<file path="src/hdl/fnvh_pkg.sv">
// Shared types and constants for the FNV-1a chained hash table unit.
package fnvh_pkg;

  localparam int unsigned BUCKETS       = 256;
  localparam int unsigned POOL_ENTRIES  = 256;
  localparam int unsigned MAX_KEY_BYTES = 8;

  localparam int unsigned BKT_W   = $clog2(BUCKETS);
  localparam int unsigned IDX_W   = $clog2(POOL_ENTRIES);
  localparam int unsigned CNT_W   = 9;
  localparam int unsigned BCFG_W  = 9;
  localparam int unsigned SCAN_W  = 16;
  localparam int unsigned SCAN_N  = POOL_ENTRIES / SCAN_W;
  localparam int unsigned SCAN_CW = $clog2(SCAN_N) + 1;

  localparam logic [63:0] FNV_BASIS   = 64'hcbf29ce484222325;
  localparam logic [63:0] FNV_PRIME_L = 64'h1b3;   // prime is 2^40 + 0x1b3
  localparam int unsigned FNV_SHIFT   = 40;

  typedef enum logic [1:0] {
    OP_SET = 2'd0,
    OP_GET = 2'd1,
    OP_REM = 2'd2,
    OP_NOP = 2'd3
  } op_e;

  typedef enum logic [1:0] {
    ST_OK      = 2'd0,
    ST_NFOUND  = 2'd1,
    ST_NOSPACE = 2'd2
  } status_e;

  typedef enum logic [3:0] {
    S_IDLE, S_HASH, S_HEAD, S_CHK, S_WALK, S_ACT, S_INS, S_REMP, S_REMN, S_DONE
  } state_e;

  typedef enum logic [1:0] {
    HP_IDLE, HP_MIX, HP_MOD
  } hphase_e;

  typedef struct packed {
    logic [63:0]      key;
    logic [3:0]       klen;
    logic [63:0]      hash;
    logic [63:0]      value;
    logic [IDX_W-1:0] next;
    logic             nv;
    logic [IDX_W-1:0] prev;
    logic             pv;
  } slot_t;

  typedef struct packed {
    logic             done;
    logic [63:0]      hash;
    logic [BKT_W-1:0] bucket;
  } hash_res_t;

endpackage

</file>
<file path="src/hdl/fnvh_hash.sv">
// Iterative FNV-1a hash, one byte per cycle, then hash mod bucket count, four bits per cycle.
module fnvh_hash import fnvh_pkg::*; (
  input  logic              clk_i,
  input  logic              rst_ni,
  input  logic              start_i,
  input  logic [63:0]       key_i,
  input  logic [3:0]        len_i,
  input  logic [BCFG_W-1:0] bucket_count_i,
  output hash_res_t         res_o
);

  hphase_e          ph_q, ph_d;
  logic [3:0]       cnt_q, cnt_d;
  logic             done_q, done_d;
  logic [63:0]      h_q, h_d;
  logic [63:0]      kb_q, kb_d;
  logic [63:0]      m_q, m_d;
  logic [BKT_W-1:0] r_q, r_d;
  logic [BCFG_W-1:0] n_q, n_d;

  logic [63:0]      mix_x, mix_h;
  logic [BKT_W:0]   t;
  logic [BKT_W-1:0] r;
  logic [BCFG_W-1:0] n_clamp;

  always_comb begin
    n_clamp = bucket_count_i;
    if (bucket_count_i == '0) n_clamp = BCFG_W'(1);
    if (bucket_count_i > BCFG_W'(BUCKETS)) n_clamp = BCFG_W'(BUCKETS);
  end

  assign mix_x = h_q ^ {56'd0, kb_q[7:0]};
  assign mix_h = (mix_x << FNV_SHIFT) + mix_x * FNV_PRIME_L;

  // remainder, MSB first, four restoring steps
  always_comb begin
    r = r_q;
    t = '0;
    for (int k = 0; k < 4; k++) begin
      t = {r, m_q[63-k]};
      if (t >= (BKT_W+1)'(n_q)) t = t - (BKT_W+1)'(n_q);
      r = t[BKT_W-1:0];
    end
  end

  always_comb begin
    ph_d   = ph_q;
    cnt_d  = cnt_q;
    done_d = done_q;
    h_d    = h_q;
    kb_d   = kb_q;
    m_d    = m_q;
    r_d    = r_q;
    n_d    = n_q;
    if (start_i) begin
      done_d = 1'b0;
      h_d    = FNV_BASIS;
      kb_d   = key_i;
      n_d    = n_clamp;
      r_d    = '0;
      m_d    = FNV_BASIS;
      if (len_i == '0) begin
        ph_d  = HP_MOD;
        cnt_d = 4'd15;
      end else begin
        ph_d  = HP_MIX;
        cnt_d = len_i;
      end
    end else begin
      unique case (ph_q)
        HP_MIX: begin
          h_d  = mix_h;
          kb_d = kb_q >> 8;
          cnt_d = cnt_q - 4'd1;
          if (cnt_q == 4'd1) begin
            ph_d  = HP_MOD;
            m_d   = mix_h;
            cnt_d = 4'd15;
          end
        end
        HP_MOD: begin
          r_d   = r;
          m_d   = m_q << 4;
          cnt_d = cnt_q - 4'd1;
          if (cnt_q == '0) begin
            ph_d   = HP_IDLE;
            done_d = 1'b1;
          end
        end
        default: ;
      endcase
    end
  end

  always_ff @(posedge clk_i or negedge rst_ni) begin
    if (!rst_ni) begin
      ph_q   <= HP_IDLE;
      cnt_q  <= '0;
      done_q <= 1'b0;
    end else begin
      ph_q   <= ph_d;
      cnt_q  <= cnt_d;
      done_q <= done_d;
    end
  end

  always_ff @(posedge clk_i) begin
    h_q  <= h_d;
    kb_q <= kb_d;
    m_q  <= m_d;
    r_q  <= r_d;
    n_q  <= n_d;
  end

  assign res_o.done   = done_q;
  assign res_o.hash   = h_q;
  assign res_o.bucket = r_q;

endmodule

</file>
<file path="config.mk">
export PLATFORM = sky130hd
export DESIGN_NAME = fnvh_hash
export DESIGN_NICKNAME = d
export VERILOG_FILES = /design/src/hdl/fnvh_pkg.sv /design/src/hdl/fnvh_hash.sv
export SDC_FILE = /design/constraint.sdc
export NUM_CORES = 1
export LEC_CHECK = 0
export ABC_AREA = 1
export BUFFER_PORTS_ARGS = -buffer_cell sky130_fd_sc_hd__buf_2
export CELL_PAD_IN_SITES_DETAIL_PLACEMENT = 0
export CELL_PAD_IN_SITES_GLOBAL_PLACEMENT = 1
export CORE_MARGIN = 4
export CORE_UTILIZATION = 30
export CTS_CLUSTER_SIZE = 28
export DETAILED_ROUTE_END_ITERATION = 10
export GPL_TIMING_DRIVEN = 0
export PLACE_DENSITY_LB_ADDON = 0.1
export SETUP_SLACK_MARGIN = 0.15
export SLEW_MARGIN = 20
export SYNTH_ARGS = -nofsm -noshare
export SYNTH_HDL_FRONTEND = slang
export SYNTH_SLANG_ARGS = --single-unit
</file>
<file path="constraint.sdc">
create_clock -name clk_i -period 8.8 [get_ports clk_i]
set_clock_uncertainty 0.05 [all_clocks]
set_input_delay 1.76 -clock clk_i [delete_from_list [all_inputs] [get_ports clk_i]]
set_output_delay 1.76 -clock clk_i [all_outputs]
set_load 0.02 [all_outputs]
</file>
==> results of run 1 <==
[sequential cells by signal, summed over array words and instances (netlist names)]
register,count
kb_q,64
cnt_q,4
m_q,64
h_q,64
done_q,1
n_q,9
ph_q,2
r_q,8
[cells by family after synthesis]
group / Yosys count / synth area share, %
XOR/XNOR: 61 / 2.28
AND/OR/NAND/NOR: 1290 / 23.1
adder cells (fa/ha/maj): 461 / 32.7
flip-flops: 216 / 21.8
AO/OA/AOI/OAI: 294 / 7.30
buffers and inverters: 794 / 12.8
[through the flow]
stage / worst slack, ns / hold WS (ns) / instance area (um2)
finish: 2.19 / 0.415 / 26600
global route: 1.48 / 0.437 / 26600
CTS: 2.09 / 0.420 / 26600
detailed placement: 2.11 / 0.407 / 25500
global placement: 1.73 / 0.399 / 25500
floorplan: 3.36 / 0.382 / 23400
[per-layer routing]
layer / routed length [um] / part of all wire, % / global-route usage [%]
met2: 40700 / 47 / 36.0
met4: 1910 / 2.2 / 4.04
met1: 39700 / 46 / 28.7
met5: 55 / 0.064 / 0
met3: 3840 / 4.5 / 2.39
[cell usage in the layout (no fill, tap or decap), types with 24 or more instances in the layout]
cell	count
inv_1	736
clkbuf_1	37
nor2_1	124
xnor2_1	24
xor2_1	32
dfxtp_1	136
o21ai_0	79
nand2_1	894
a21oi_1	115
buf_2	165
ha_1	209
nand3_1	150
clkbuf_16	30
edfxtp_1	73
fa_1	252
[final cells by class]
class	count	area share [%]
clock buffers	43	3.32
clock inverters	13	0.673
repair buffers	153	2.96
multi-input cells	2106	57.7
flip-flops and latches	216	19.1
well taps	1040	4.89
inverters	741	10.5
plain buffers	53	0.852
[worst reg2reg max path, delay by kind of cell, from the launching register on]
| kind | cells | cell delay (ns) |
|---|---|---|
| DFF | 1 | 0.50 |
| and+or+nand+nor | 20 | 2.23 |
| buffers and inverters | 6 | 0.84 |
| xor gates and xnor gates | 1 | 0.15 |
| AOI/OAI and AO/OA | 8 | 1.19 |
| adders and majority gates | 4 | 1.49 |
[cell usage after synthesis, types with 9 or more instances]
| cell type | n | area, um2 |
|---|---|---|
| nor2_2 | 15 | 93.8 |
| nand2_1 | 894 | 3360 |
| nor2_1 | 124 | 465 |
| nand4_1 | 23 | 144 |
| o21ai_1 | 11 | 55.1 |
| xnor2_1 | 29 | 254 |
| clkbuf_1 | 34 | 128 |
| nand2_2 | 14 | 87.6 |
| dfxtp_1 | 136 | 2720 |
| o21ai_0 | 79 | 395 |
| ha_1 | 209 | 2620 |
| or2_2 | 18 | 113 |
| o22ai_1 | 12 | 75.1 |
| inv_1 | 736 | 2760 |
| nor3_1 | 13 | 65.1 |
| nand3_1 | 150 | 751 |
| xor2_1 | 32 | 280 |
| fa_1 | 252 | 5040 |
| o21bai_1 | 10 | 75.1 |
| a22o_1 | 13 | 114 |
| nand3b_1 | 10 | 75.1 |
| buf_2 | 13 | 65.1 |
| edfxtp_1 | 73 | 2190 |
| a21oi_1 | 115 | 576 |
| a31oi_1 | 13 | 81.3 |
| nand3_2 | 9 | 90.1 |
[worst min-delay path by stage]
| stage | to | slack [ns] |
|---|---|---|
| 2_1_floorplan | m_q[5] | 0.38 |
| 3_3_place_gp | m_q[8] | 0.40 |
| 3_5_place_dp | m_q[55] | 0.41 |
| 4_1_cts | m_q[13] | 0.42 |
| 5_1_grt | m_q[13] | 0.44 |
| 6_report | m_q[13] | 0.42 |
==> flow_summary.ini, run 1 <==
[yosys]
async_flop_share_pct = 3.24
syn_area_mm2 = 0.0234
synth.yosys.seq_area_share_pct = 21.8
ys_types = 53
synth_nets = 3657
synthFlopType = dfxtp_1
synth_area_per_cell_um2 = 7.51
yosys_warnings = 0
synth-edff-count = 73
netlist_instances = 3116
ys_seq_elements = 216

[setup_path]
critPathLaunch = n_q[1]
r2r_slack_ns = 2.19
cp.required_ns = 9.24
r2r_cells = 39
path_max_fanout = 10
endpoint = r_q[2]
slowest_delay_ns = 0.50
rr_startpoint = n_q[1]
arrival_ns = 7.05
crit_family = simple AND/OR/NAND/NOR gates
path_common_cell = nand2_1
cp-end-kind = flop
r2r-end = r_q[2]
worstSetupPathDepth = 39
cpMaxStageDelayCell = edfxtp_1
critPathBufInv = 6
worst-setup-path-type = flop to flop
crit_path_start_kind = flop

[hold_path]
hold_depth = 2
hp-class = flop to flop
holdCritStartpoint = m_q[9]

[job]
drv_cap = 0

[sta]
finalCritPeriodShare_pct = 75.1
drv_slew = 0
rsz0062_at_grt = no
setup_viol = 0
finalSetupTns_ns = 0
worstMarginPinSlew_ns = 1.19
max_freq_ghz = 0.151
max_slew_margin_pct = 20.4
hold_viol_final = 0
fin_crit_ns = 6.61

[placed_design]
place.gp.congestion = 0.952
dp_cells = 4309
numPortBuffers = 152
dpl.hpwl_um = 74500

[clocking]
holdBufCountCts = 0
cts_tree = yes
numCtsBuffers = 30
cts.clk_slew.worst_paths_ns = 0.06
ctsResizeCount = 0
cts-htree-levels = 1
cts_setup_buffers = 0
clk_latency_ns = 0.61
root_buffer = clkbuf_16
clock_sinks = 216
ctsLongestPathBuffers = 3

[route]
wl_per_cell_um = 19.7
first_pass_iters = 8
route.antenna.remaining_nets = 0
vias = 20100
wirelength_um = 86100
drcViolationCount = 0
first_iter_violations = 1279
viasPerCell = 4.60

[layout]
n_antenna_cell = 0
final_util_pct = 34.4
multi_input_area_mm2 = 0.0153
fillers = 8465
nNetsFinal = 3842
ff_latch_area_mm2 = 0.00509
layoutNonFillerInstCount = 4365
syn2layout_area_growth_pct = 13.6
drive_gt1_share_pct = 8.87

[global_route]
antenna_found_initial = 4
grt_pass1_wl_um = 131000
grt.total_usage_pct = 21.0
grt_max_degree = 52
gr-total-overflow = 0
grt_pass1_vias = 20900

[die]
die_width_um = 287
core_area_mm2 = 0.0773
die_area_mm2 = 0.0825
rows = 102
die_h_um = 287
initial_core_util_pct = 30.3
pin_count = 153

[outcome]
status = complete, no violations
Power of run 1 is left out: the tool's default activity adds up to more than one toggle a clock period on the data nets, which glitch-free logic cannot reach.
==> run 2, diff against run 1 <==
clock period = 5.4 ns   (was 8.8 ns; I/O delays follow)
==> run 2 against run 1 <==
  * The flow now finishes with violations (setup timing)
  * Fmax rose by 17%
  * Routed wire length increased by 2.8%
  * Critical path depth is 3 lower
  * Die area unchanged
  * Hold slack got worse by 0.16 ns
  * Clock-buffer cell count shrank 6
  * Critical path type unchanged
  * Critical endpoint is now r_q[0]
==> flow_summary.ini, run 2 (synthesized netlist as in run 1, its figures left out) <==
[layout]
syn2layout_area_growth_pct = 21.8
final_cell_mix = nand2_1, inv_1, fa_1
reg_top3 = h_q: 64 flops, kb_q: 64 flops, m_q: 64 flops
n_antenna_cell = 0
drive_gt1_share_pct = 17.7
fillers = 8239
nNetsFinal = 3891
layout_commonest_cell = nand2_1

[placed_design]
place.gp.congestion = 0.932
numPortBuffers = 152
dpl.hpwl_um = 75400

[die]
initial_core_util_pct = 30.3
rows = 102
die_area_mm2 = 0.0825
pin_count = 153
die_h_um = 287
core_area_mm2 = 0.0773
die_width_um = 287

[clocking]
cts_tree = yes
numCtsBuffers = 30
clock_sinks = 216
holdBufCountCts = 0
clk_latency_ns = 0.61
root_buffer = clkbuf_16
ctsLongestPathBuffers = 3
cts.clk_slew.worst_paths_ns = 0.06
cts-htree-levels = 1

[setup_path]
path_max_fanout = 7
r2r-end = r_q[0]
path_common_cell = nand2_1
rr_startpoint = n_q[0]
cpMaxStageDelayCell = edfxtp_1
cp-end-kind = flop
worst-setup-path-type = flop to flop
r2r_cells = 36
cp.required_ns = 5.89
arrival_ns = 6.14
r2r_slack_ns = -0.25
crit_path_start_kind = flop
slowest_delay_ns = 0.42

[hold_path]
hp-class = input port to async pin

[route]
vias = 20400
wirelength_um = 88500
wl_per_cell_um = 20.1
viasPerCell = 4.61
first_pass_iters = 6
first_iter_violations = 1196
route.antenna.remaining_nets = 0
drcViolationCount = 0

[global_route]
grt_pass1_vias = 21200
grt.total_usage_pct = 21.4
antenna_found_initial = 2
grt_max_degree = 48
grt_pass1_wl_um = 133000
gr-total-overflow = 0

[outcome]
violations = setup timing
status = finished, violations left

[sta]
finalCritPeriodShare_pct = 105
drv_slew = 0
max_freq_ghz = 0.177
rsz0062_at_grt = yes
hold_viol_final = 0
setup_slack_ns = -0.250
finalSetupTns_ns = -1.74
max_slew_margin_pct = 31.9
worstMarginPinSlew_ns = 1.02
fin_crit_ns = 5.65
whs_ns = 0.260
setup_viol = 8

[job]
drv_cap = 0
## run 2: cell count changes in the layout (fill, tap and decap cells not counted), sizes merged
| cell | delta |
|---|---|
| buf | +48 |
| bufinv | +4 |
| clkbuf | -6 |
| clkinv | -1 |
| clkinvlp | +1 |
| inv | +2 |
| nand4 | +1 |
## run 2: area by class of cell
cell class	count	area (um2)	share of cell area [%]
Clock buffer	37	827	2.90
Clock inverter	19	315	1.11
Tap cell	1040	1300	4.57
Sequential cell	216	5130	18.0
Inverter	741	2800	9.82
Multi-Input combinational cell	2107	16700	58.7
Buffer	53	236	0.830
Timing Repair Buffer	201	1180	4.13
## run 2: stage by stage
step	area (um2)	util, %	cells	setup slack [ns]
final	28500	36.8	4414	-0.250
after detailed placement	25600	33.1	4309	-1.02
after CTS	27800	35.9	4401	-0.262
after global placement	25500	33.0	4308	-0.993
after global routing	28500	36.8	4414	-0.607
after floorplan	23500	-	3116	0.158
## run 2: per-layer routing
| layer | GRT usage [%] | vias to the layer above | part of all wire [%] |
|---|---|---|---|
| met4 | 4.54 | 0 | 2.4 |
| li1 | - | 10100 | - |
| met3 | 2.26 | 86 | 3.9 |
| met2 | 36.5 | 389 | 48 |
| met1 | 29.4 | 9823 | 46 |
| met5 | 0 | - | 0 |
## run 2: worst max path at each step
| stage | startpoint | endpoint | depth (start not counted) |
|---|---|---|---|
| floorplan | n_q[1] | r_q[0] | 36 |
| global placement | n_q[1] | r_q[0] | 36 |
| detailed placement | n_q[1] | r_q[0] | 36 |
| CTS | n_q[0] | r_q[0] | 37 |
| global route | n_q[0] | r_q[0] | 37 |
| finish | n_q[0] | r_q[0] | 36 |
## run 2: critical path: cells and delay by family (launching register included)
family	cells	cell delay [ns]
and+or+nand+nor	16	2.16
buffers and inverters	7	0.60
adders and majority gates	5	1.42
xor gates and xnor gates	1	0.15
AOI/OAI and AO/OA	7	0.77
DFF	1	0.42
## run 2: what timing repair did
item,in CTS,in global routing
gates resized for setup,173,165
endpoints found under the hold margin,0,0
endpoints found under the setup margin,117,85
buffers inserted,33,13
gates cloned,3,0
pin swaps,52,56
Power of run 2 is left out for the same reason.
